[src/sv/dopf_pkg.sv]
package dopf_pkg;

  localparam int ANGLE_ITERATIONS = 16;
  localparam int ATAN_TABLE_LEN   = 24;
  localparam int ITERS  = (ANGLE_ITERATIONS < ATAN_TABLE_LEN) ? ANGLE_ITERATIONS
                                                               : ATAN_TABLE_LEN;
  localparam int CNT_W  = $clog2(ITERS);

  localparam int IN_W   = 264;
  localparam int OUT_W  = 184;
  localparam int CFG_IDX_W  = 2;
  localparam int CFG_DATA_W = 10;

  localparam logic [CFG_IDX_W-1:0] CFG_LEFT_PRESENT  = 2'd0;
  localparam logic [CFG_IDX_W-1:0] CFG_RIGHT_PRESENT = 2'd1;
  localparam logic [CFG_IDX_W-1:0] CFG_SEPARATION    = 2'd2;

  localparam logic [9:0] SEPARATION_RESET = 10'd100;

  localparam logic [2:0] FLD_X    = 3'd0;
  localparam logic [2:0] FLD_Y    = 3'd1;
  localparam logic [2:0] FLD_VX   = 3'd2;
  localparam logic [2:0] FLD_VY   = 3'd3;
  localparam logic [2:0] FLD_RATE = 3'd4;
  localparam logic [2:0] FLD_SLIP = 3'd5;

  localparam logic [16:0] LIN_GAIN  = 17'd125;
  localparam logic [16:0] RATE_GAIN = 17'd36602;

  // CORDIC datapath widths: x and y reach about 2^36, angle about 2^23
  localparam int CW = 39;
  localparam int ZW = 25;

  typedef enum logic [1:0] {
    ST_IDLE,
    ST_RUN,
    ST_DONE
  } state_t;

  typedef struct packed {
    logic signed [23:0] left_pos_x;
    logic signed [23:0] left_pos_y;
    logic signed [15:0] left_heading;
    logic signed [23:0] left_vel_x;
    logic signed [23:0] left_vel_y;
    logic signed [18:0] left_turn_rate;
    logic signed [23:0] right_pos_x;
    logic signed [23:0] right_pos_y;
    logic signed [15:0] right_heading;
    logic signed [23:0] right_vel_x;
    logic signed [23:0] right_vel_y;
    logic signed [18:0] right_turn_rate;
  } in_item_t;

  function automatic logic [22:0] atan_q16(input logic [4:0] i);
    logic [22:0] v;
    unique case (i)
      5'd0:  v = 23'd2949120;
      5'd1:  v = 23'd1740967;
      5'd2:  v = 23'd919879;
      5'd3:  v = 23'd466945;
      5'd4:  v = 23'd234379;
      5'd5:  v = 23'd117304;
      5'd6:  v = 23'd58666;
      5'd7:  v = 23'd29335;
      5'd8:  v = 23'd14668;
      5'd9:  v = 23'd7334;
      5'd10: v = 23'd3667;
      5'd11: v = 23'd1833;
      5'd12: v = 23'd917;
      5'd13: v = 23'd458;
      5'd14: v = 23'd229;
      5'd15: v = 23'd115;
      5'd16: v = 23'd57;
      5'd17: v = 23'd29;
      5'd18: v = 23'd14;
      5'd19: v = 23'd7;
      5'd20: v = 23'd4;
      5'd21: v = 23'd2;
      5'd22: v = 23'd1;
      default: v = 23'd0;
    endcase
    return v;
  endfunction

endpackage

[src/sv/dual_odometry_pose_fusion.sv]
// Fuses one tick item from a left and a right odometry sensor into one pose item.
// An item is taken when the block is idle; it then runs through ST_RUN, in which
// a single CORDIC stage iterates the heading arctangent one rotation per
// cycle while a shared scale unit converts one field per cycle, then through
// ST_DONE, which hands the result to the output register once that register is
// free, so a new item is taken only after the last one is handed on. The output
// register holds a finished item while the next one is already taken in.
module dual_odometry_pose_fusion (
  input  logic                            clk,
  input  logic                            rst,
  input  logic                            s_axis_tvalid,
  output logic                            s_axis_tready,
  // left_pos_x, left_pos_y, left_heading, left_vel_x, left_vel_y,
  // left_turn_rate, right_pos_x, right_pos_y, right_heading, right_vel_x,
  // right_vel_y, right_turn_rate, zero pad
  input  logic [dopf_pkg::IN_W-1:0]       s_axis_tdata,
  output logic                            m_axis_tvalid,
  input  logic                            m_axis_tready,
  // fused_x, fused_y, fused_heading, fused_vel_x, fused_vel_y,
  // fused_turn_rate, slip, tick_number, zero pad
  output logic [dopf_pkg::OUT_W-1:0]      m_axis_tdata,
  input  logic                            cfg_we,
  input  logic [dopf_pkg::CFG_IDX_W-1:0]  cfg_index,
  input  logic [dopf_pkg::CFG_DATA_W-1:0] cfg_data
);
  import dopf_pkg::*;

  state_t state, state_next;

  logic       left_present, right_present;
  logic [9:0] separation_mm;

  in_item_t   item;
  logic [CNT_W-1:0] cnt;

  logic signed [21:0] held_x, held_y, held_vel_x, held_vel_y;
  logic signed [15:0] held_heading;
  logic signed [18:0] held_turn_rate;
  logic [21:0]        slip;
  logic [31:0]        tick_counter;

  logic signed [CW-1:0] cx, cy;
  logic signed [ZW-1:0] cz;
  logic                 dy_zero;

  logic accept, load_out, step_last;
  logic both, any;

  in_item_t             in_item;
  logic signed [24:0]   dy_in;
  logic signed [CW-1:0] cy_init;

  logic signed [CW-1:0] xs, ys;
  logic signed [ZW-1:0] ang;

  logic signed [23:0] opa, opb;
  logic signed [24:0] sum, diff, diff_abs;
  logic signed [25:0] op;
  logic               is_rate;
  logic signed [42:0] prod, rnd, res;

  logic signed [ZW-1:0] z_rnd;
  logic signed [15:0]   heading_new;

  assign both = left_present & right_present;
  assign any  = left_present | right_present;

  always_comb begin
    state_next = state;
    unique case (state)
      ST_IDLE: if (s_axis_tvalid) state_next = ST_RUN;
      ST_RUN:  if (step_last) state_next = ST_DONE;
      ST_DONE: if (!m_axis_tvalid || m_axis_tready) state_next = ST_IDLE;
      default: state_next = ST_IDLE;
    endcase
  end

  always_comb begin
    s_axis_tready = 1'b0;
    load_out      = 1'b0;
    unique case (state)
      ST_IDLE: s_axis_tready = 1'b1;
      ST_RUN:  ;
      ST_DONE: load_out = !m_axis_tvalid || m_axis_tready;
      default: ;
    endcase
  end

  assign accept    = s_axis_tvalid && s_axis_tready;
  assign step_last = (cnt == CNT_W'(ITERS - 1));

  always_ff @(posedge clk) begin
    if (rst) begin
      state <= ST_IDLE;
    end else begin
      state <= state_next;
    end
  end

  always_ff @(posedge clk) begin
    if (rst) begin
      left_present  <= 1'b0;
      right_present <= 1'b0;
      separation_mm <= SEPARATION_RESET;
    end else if (cfg_we) begin
      unique case (cfg_index)
        CFG_LEFT_PRESENT:  left_present  <= cfg_data[0];
        CFG_RIGHT_PRESENT: right_present <= cfg_data[0];
        CFG_SEPARATION:    separation_mm <= cfg_data;
        default: ;
      endcase
    end
  end

  // unpack the slave item, first field in the lowest bits
  always_comb begin
    in_item.left_pos_x      = s_axis_tdata[23:0];
    in_item.left_pos_y      = s_axis_tdata[47:24];
    in_item.left_heading    = s_axis_tdata[63:48];
    in_item.left_vel_x      = s_axis_tdata[87:64];
    in_item.left_vel_y      = s_axis_tdata[111:88];
    in_item.left_turn_rate  = s_axis_tdata[130:112];
    in_item.right_pos_x     = s_axis_tdata[154:131];
    in_item.right_pos_y     = s_axis_tdata[178:155];
    in_item.right_heading   = s_axis_tdata[194:179];
    in_item.right_vel_x     = s_axis_tdata[218:195];
    in_item.right_vel_y     = s_axis_tdata[242:219];
    in_item.right_turn_rate = s_axis_tdata[261:243];
  end

  assign dy_in   = 25'(in_item.right_pos_y) - 25'(in_item.left_pos_y);
  assign cy_init = CW'(dy_in) * CW'(signed'(11'd1000));

  // CORDIC vectoring, one rotation per cycle
  assign xs  = cx >>> cnt;
  assign ys  = cy >>> cnt;
  assign ang = ZW'(atan_q16(5'(cnt)));

  always_ff @(posedge clk) begin
    if (rst) begin
      cnt <= '0;
    end else if (accept) begin
      cnt <= '0;
    end else if (state == ST_RUN) begin
      cnt <= cnt + CNT_W'(1);
    end
  end

  always_ff @(posedge clk) begin
    if (accept) begin
      item    <= in_item;
      cx      <= CW'({separation_mm, 16'd0});
      cy      <= cy_init;
      cz      <= '0;
      dy_zero <= (dy_in == 25'sd0);
    end else if (state == ST_RUN) begin
      if (!cy[CW-1]) begin
        cx <= cx + ys;
        cy <= cy - xs;
        cz <= cz + ang;
      end else begin
        cx <= cx - ys;
        cy <= cy + xs;
        cz <= cz - ang;
      end
    end
  end

  // shared scale unit: one field per cycle, avg and single both as (2-term sum)
  always_comb begin
    opa     = item.left_pos_x;
    opb     = item.right_pos_x;
    is_rate = 1'b0;
    unique case (3'(cnt))
      FLD_X: begin
        opa = item.left_pos_x;
        opb = item.right_pos_x;
      end
      FLD_Y: begin
        opa = item.left_pos_y;
        opb = item.right_pos_y;
      end
      FLD_VX: begin
        opa = item.left_vel_x;
        opb = item.right_vel_x;
      end
      FLD_VY: begin
        opa = item.left_vel_y;
        opb = item.right_vel_y;
      end
      FLD_RATE: begin
        opa     = 24'(item.left_turn_rate);
        opb     = 24'(item.right_turn_rate);
        is_rate = 1'b1;
      end
      default: ;
    endcase
  end

  assign sum      = 25'(opa) + 25'(opb);
  assign diff     = 25'(item.right_pos_x) - 25'(item.left_pos_x);
  assign diff_abs = diff[24] ? -diff : diff;

  always_comb begin
    if (3'(cnt) == FLD_SLIP) begin
      op = {diff_abs, 1'b0};
    end else if (both) begin
      op = 26'(sum);
    end else if (left_present) begin
      op = {opa[23], opa, 1'b0};
    end else begin
      op = {opb[23], opb, 1'b0};
    end
  end

  assign prod = 43'(op) * 43'(signed'({1'b0, is_rate ? RATE_GAIN : LIN_GAIN}));
  assign rnd  = prod + (is_rate ? 43'sd65536 : 43'sd512);
  assign res  = is_rate ? (rnd >>> 17) : (rnd >>> 10);

  always_ff @(posedge clk) begin
    if (rst) begin
      held_x         <= '0;
      held_y         <= '0;
      held_vel_x     <= '0;
      held_vel_y     <= '0;
      held_turn_rate <= '0;
      held_heading   <= '0;
      slip           <= '0;
      tick_counter   <= '0;
    end else begin
      if (accept) begin
        tick_counter <= tick_counter + 32'd1;
        slip         <= '0;
      end
      if (state == ST_RUN && any && cnt < CNT_W'(6)) begin
        unique case (3'(cnt))
          FLD_X:    held_x         <= res[21:0];
          FLD_Y:    held_y         <= res[21:0];
          FLD_VX:   held_vel_x     <= res[21:0];
          FLD_VY:   held_vel_y     <= res[21:0];
          FLD_RATE: held_turn_rate <= res[18:0];
          FLD_SLIP: if (both) slip <= res[21:0];
          default: ;
        endcase
      end
      if (load_out) begin
        held_heading <= heading_new;
      end
    end
  end

  assign z_rnd = cz + ZW'(256);

  always_comb begin
    if (both) begin
      heading_new = dy_zero ? 16'sd0 : 16'(z_rnd >>> 9);
    end else if (left_present) begin
      heading_new = item.left_heading;
    end else if (right_present) begin
      heading_new = item.right_heading;
    end else begin
      heading_new = held_heading;
    end
  end

  always_ff @(posedge clk) begin
    if (rst) begin
      m_axis_tvalid <= 1'b0;
    end else if (load_out) begin
      m_axis_tvalid <= 1'b1;
    end else if (m_axis_tready) begin
      m_axis_tvalid <= 1'b0;
    end
  end

  always_ff @(posedge clk) begin
    if (load_out) begin
      m_axis_tdata <= {7'd0, tick_counter, slip, held_turn_rate, held_vel_y,
                       held_vel_x, heading_new, held_y, held_x};
    end
  end

endmodule
[config.mk]
export PLATFORM = sky130hd
export DESIGN_NAME = dual_odometry_pose_fusion
export DESIGN_NICKNAME = d
export VERILOG_FILES = /design/src/sv/dopf_pkg.sv /design/src/sv/dual_odometry_pose_fusion.sv
export SDC_FILE = /design/constraint.sdc
export NUM_CORES = 2
export LEC_CHECK = 0
export BUFFER_PORTS_ARGS = -buffer_cell sky130_fd_sc_hd__buf_4
export CORE_ASPECT_RATIO = 0.8
export CORE_MARGIN = 8
export CORE_UTILIZATION = 46
export CTS_BUF_LIST = sky130_fd_sc_hd__clkbuf_4 sky130_fd_sc_hd__clkbuf_8
export DETAILED_ROUTE_END_ITERATION = 10
export PLACE_DENSITY = 0.64
export SKIP_CTS_REPAIR_TIMING = 1
export SLEW_MARGIN = 20
export SYNTH_ARGS = -nofsm -noshare
export SYNTH_HDL_FRONTEND = slang
export SYNTH_SLANG_ARGS = --single-unit
export TNS_END_PERCENT = 30
[constraint.sdc]
create_clock -name clk -period 13.2 [get_ports clk]
set_clock_uncertainty 0.15 [all_clocks]
set_input_delay 1.32 -clock clk [delete_from_list [all_inputs] [get_ports clk]]
set_output_delay 1.32 -clock clk [all_outputs]
set_load 0.1 [all_outputs]
==> impl_metrics.ini <==
[timing]
fmax_ghz = 0.0814
rsz0062_at_grt = false
setup_tns_ns = 0
hold_violations = 0
finalCritPeriodShare_pct = 93.1
finalCriticalPeriod_ns = 12.29
setup-violations-final = 0
report.final.slew_viol_count = 0
worstMarginPinSlew_ns = 1.11
slew_headroom_pct = 26.0

[logic_synthesis]
synth-seq-area-share_pct = 35.7
yosysWarnings = 0
synth_most_common_cell = inv_1
synth-main-ff-cell = edfxtp_1
netlist_top_cells_area = edfxtp_1, fa_1, dfxtp_1
synth-edff-count = 486
syn-cell-area_sq_mm = 0.0563
synth_cell_types = 107
synth_top_cell_by_area = edfxtp_1
avgSynthCellArea_sq_um = 9.96
async_reset_ff_share_pct = 0
synth_top_area_share_pct = 25.9
ys_ff_latch = 761
yosys-top-cells-count = inv_1, edfxtp_1, nand2_1, nor2_1, ha_1
syn_inst = 5647

[setup_path]
cp_common_cell = fa_1
crit_start = cnt[1]
reg2reg_depth = 45
r2r_start = cnt[1]
critPathArrivalTime_ns = 12.93
path_depth = 45
worstSetupEndpointType = flop
reg2reg_to = held_vel_y[20]
worstSetupStartpointType = flop
max_stage_delay_ns = 0.79
critPathKind = reg2reg
crit_fanout = 32
cp_slowest_cell = nor2b_4
rrSetupSlack_ns = 0.91
crit_end = held_vel_y[20]
crit_required_ns = 13.84
critPathTopFamily = adder cells
cp_num_buf_inv = 8

[floorplanning]
die_w_um = 407
die-area_sq_mm = 0.134
rows = 114
placeableCoreArea_sq_mm = 0.121
initial_core_util_pct = 46.5
die_height_um = 329
ios = 467

[outcome]
status = finished clean

[placement]
dp_hpwl_mm = 129
port_buffers = 457
gp_congestion = 0.941

[clock_network]
cts_tree = built
path_clk_slew_ns = 0.06
max-clock-path-buffers = 3
cts_sinks = 761
clock_latency_ns = 0.93
htreeDepth = 4
cts_made_buffers = 131
cts-root-buf = clkbuf_8

[detailed_routing]
ant_nets = 0
drt_pass1_iterations = 6
drc = 0
vias = 43300
via_per_inst = 5.50
wire_per_inst_um = 20.9
first_iter_violations = 3828
drt_wl_total_mm = 164

[final_layout]
fin_nets = 7191
fillers = 10900
drive_gt1_share_pct = 14.7
area_delta_synth_final_pct = 14.7

[grt]
grt_first_pass_wirelength_mm = 251
first_global_vias = 42500
antenna_found_initial = 21
grt_overflow_total = 0
grt_max_degree = 191
grt_usage_pct = 24.2

[job]
cap_violations = 0

[hold_path]
worstHoldPathType = reg2reg
==> final cells by class <==
cell class	instances	area (sq um)	share of cell area (%)
inverter	734	2760	4.28
clock inverter	56	622	0.963
sequential	761	20100	31.2
tap	1624	2030	3.15
antenna	14	35.0	0.0543
multi-input combinational	3965	32700	50.6
timing repair buffer	534	4040	6.25
clock buffer	183	2280	3.53
==> routing by layer <==
metal	up-vias	global-route usage, %	share of wire [%]
li1	20600	-	-
met4	4	6.60	2.4
met5	-	0	0.016
met1	21200	34.0	45
met2	1361	38.3	46
met3	205	4.50	7.5
==> layout by cell type, fill, tap and decap left out, types with 26 or more instances in the layout <==
master and count:
mux2i_1 93, fa_1 361, and2_1 40, nor2_1 472, and3_1 51, nand2b_1 59, nor3_1 62, dfxtp_1 269
buf_4 531, o22ai_1 30, xnor2_1 195, clkbuf_4 38, a21o_1 76, nand4_1 26, a21oi_1 313, a31oi_1 73
o21a_1 48, clkbuf_8 145, xor2_1 147, nand3_1 103, inv_1 726, a211oi_1 110, conb_1 35, nor2b_1 28
mux4_2 71, nand2_1 475, edfxtp_1 486, o21ai_0 233, a22oi_1 87, ha_1 421
==> worst min-delay path by stage <==
stage,from,endpoint,slack (ns),cells after the start
after floorplan,held_vel_y[21],m_axis_tdata[103],0.26,0
after global placement,held_vel_x[8],m_axis_tdata[68],0.26,0
after detailed placement,slip[20],m_axis_tdata[143],0.27,0
after CTS,held_x[15],m_axis_tdata[15],0.27,0
after global routing,held_vel_x[18],m_axis_tdata[78],0.27,0
final,held_x[15],m_axis_tdata[15],0.27,0
==> flip-flops by register name, summed over array words and instances (netlist names), 2 cells and up <==
signal / flops
ang: 22
cnt: 4
cx: 39
cy: 39
cz: 25
held_heading: 16
held_turn_rate: 19
held_vel_x: 22
held_vel_y: 22
held_x: 22
held_y: 22
item: 262
m_axis_tdata: 177
separation_mm: 10
slip: 22
state: 2
tick_counter: 32
==> through the flow <==
step                      cell area [sq um]  hold slack [ns]  cells  setup WS, ns  util [%]
final                                 64600            0.265   7871         0.912      53.3
after global routing                  64500            0.272   7867         0.116      53.3
after CTS                             64500            0.265   7857          1.11      53.3
after detailed placement              61600            0.265   7618          1.13      50.9
after global placement                61600            0.263   7618          1.26      50.9
after floorplan                       56400            0.258   5680          1.08         -
==> cells by family (layout without fill, tap and decap cells) <==
family,after synthesis,in the layout,synth area share [%]
multiplexers,177,177,4.78
buffers and inverters,954,1507,6.58
other,2,49,0.0133
adder cells (fa/ha/maj),783,783,22.2
AO/OA/AOI/OAI,1195,1195,13.7
AND/OR/NAND/NOR,1432,1432,11.6
XOR/XNOR,343,343,5.36
flip-flops,761,761,35.7
Power is not shown: default switching activity piles up to over one toggle a cycle in this logic, so the estimate is an artifact.
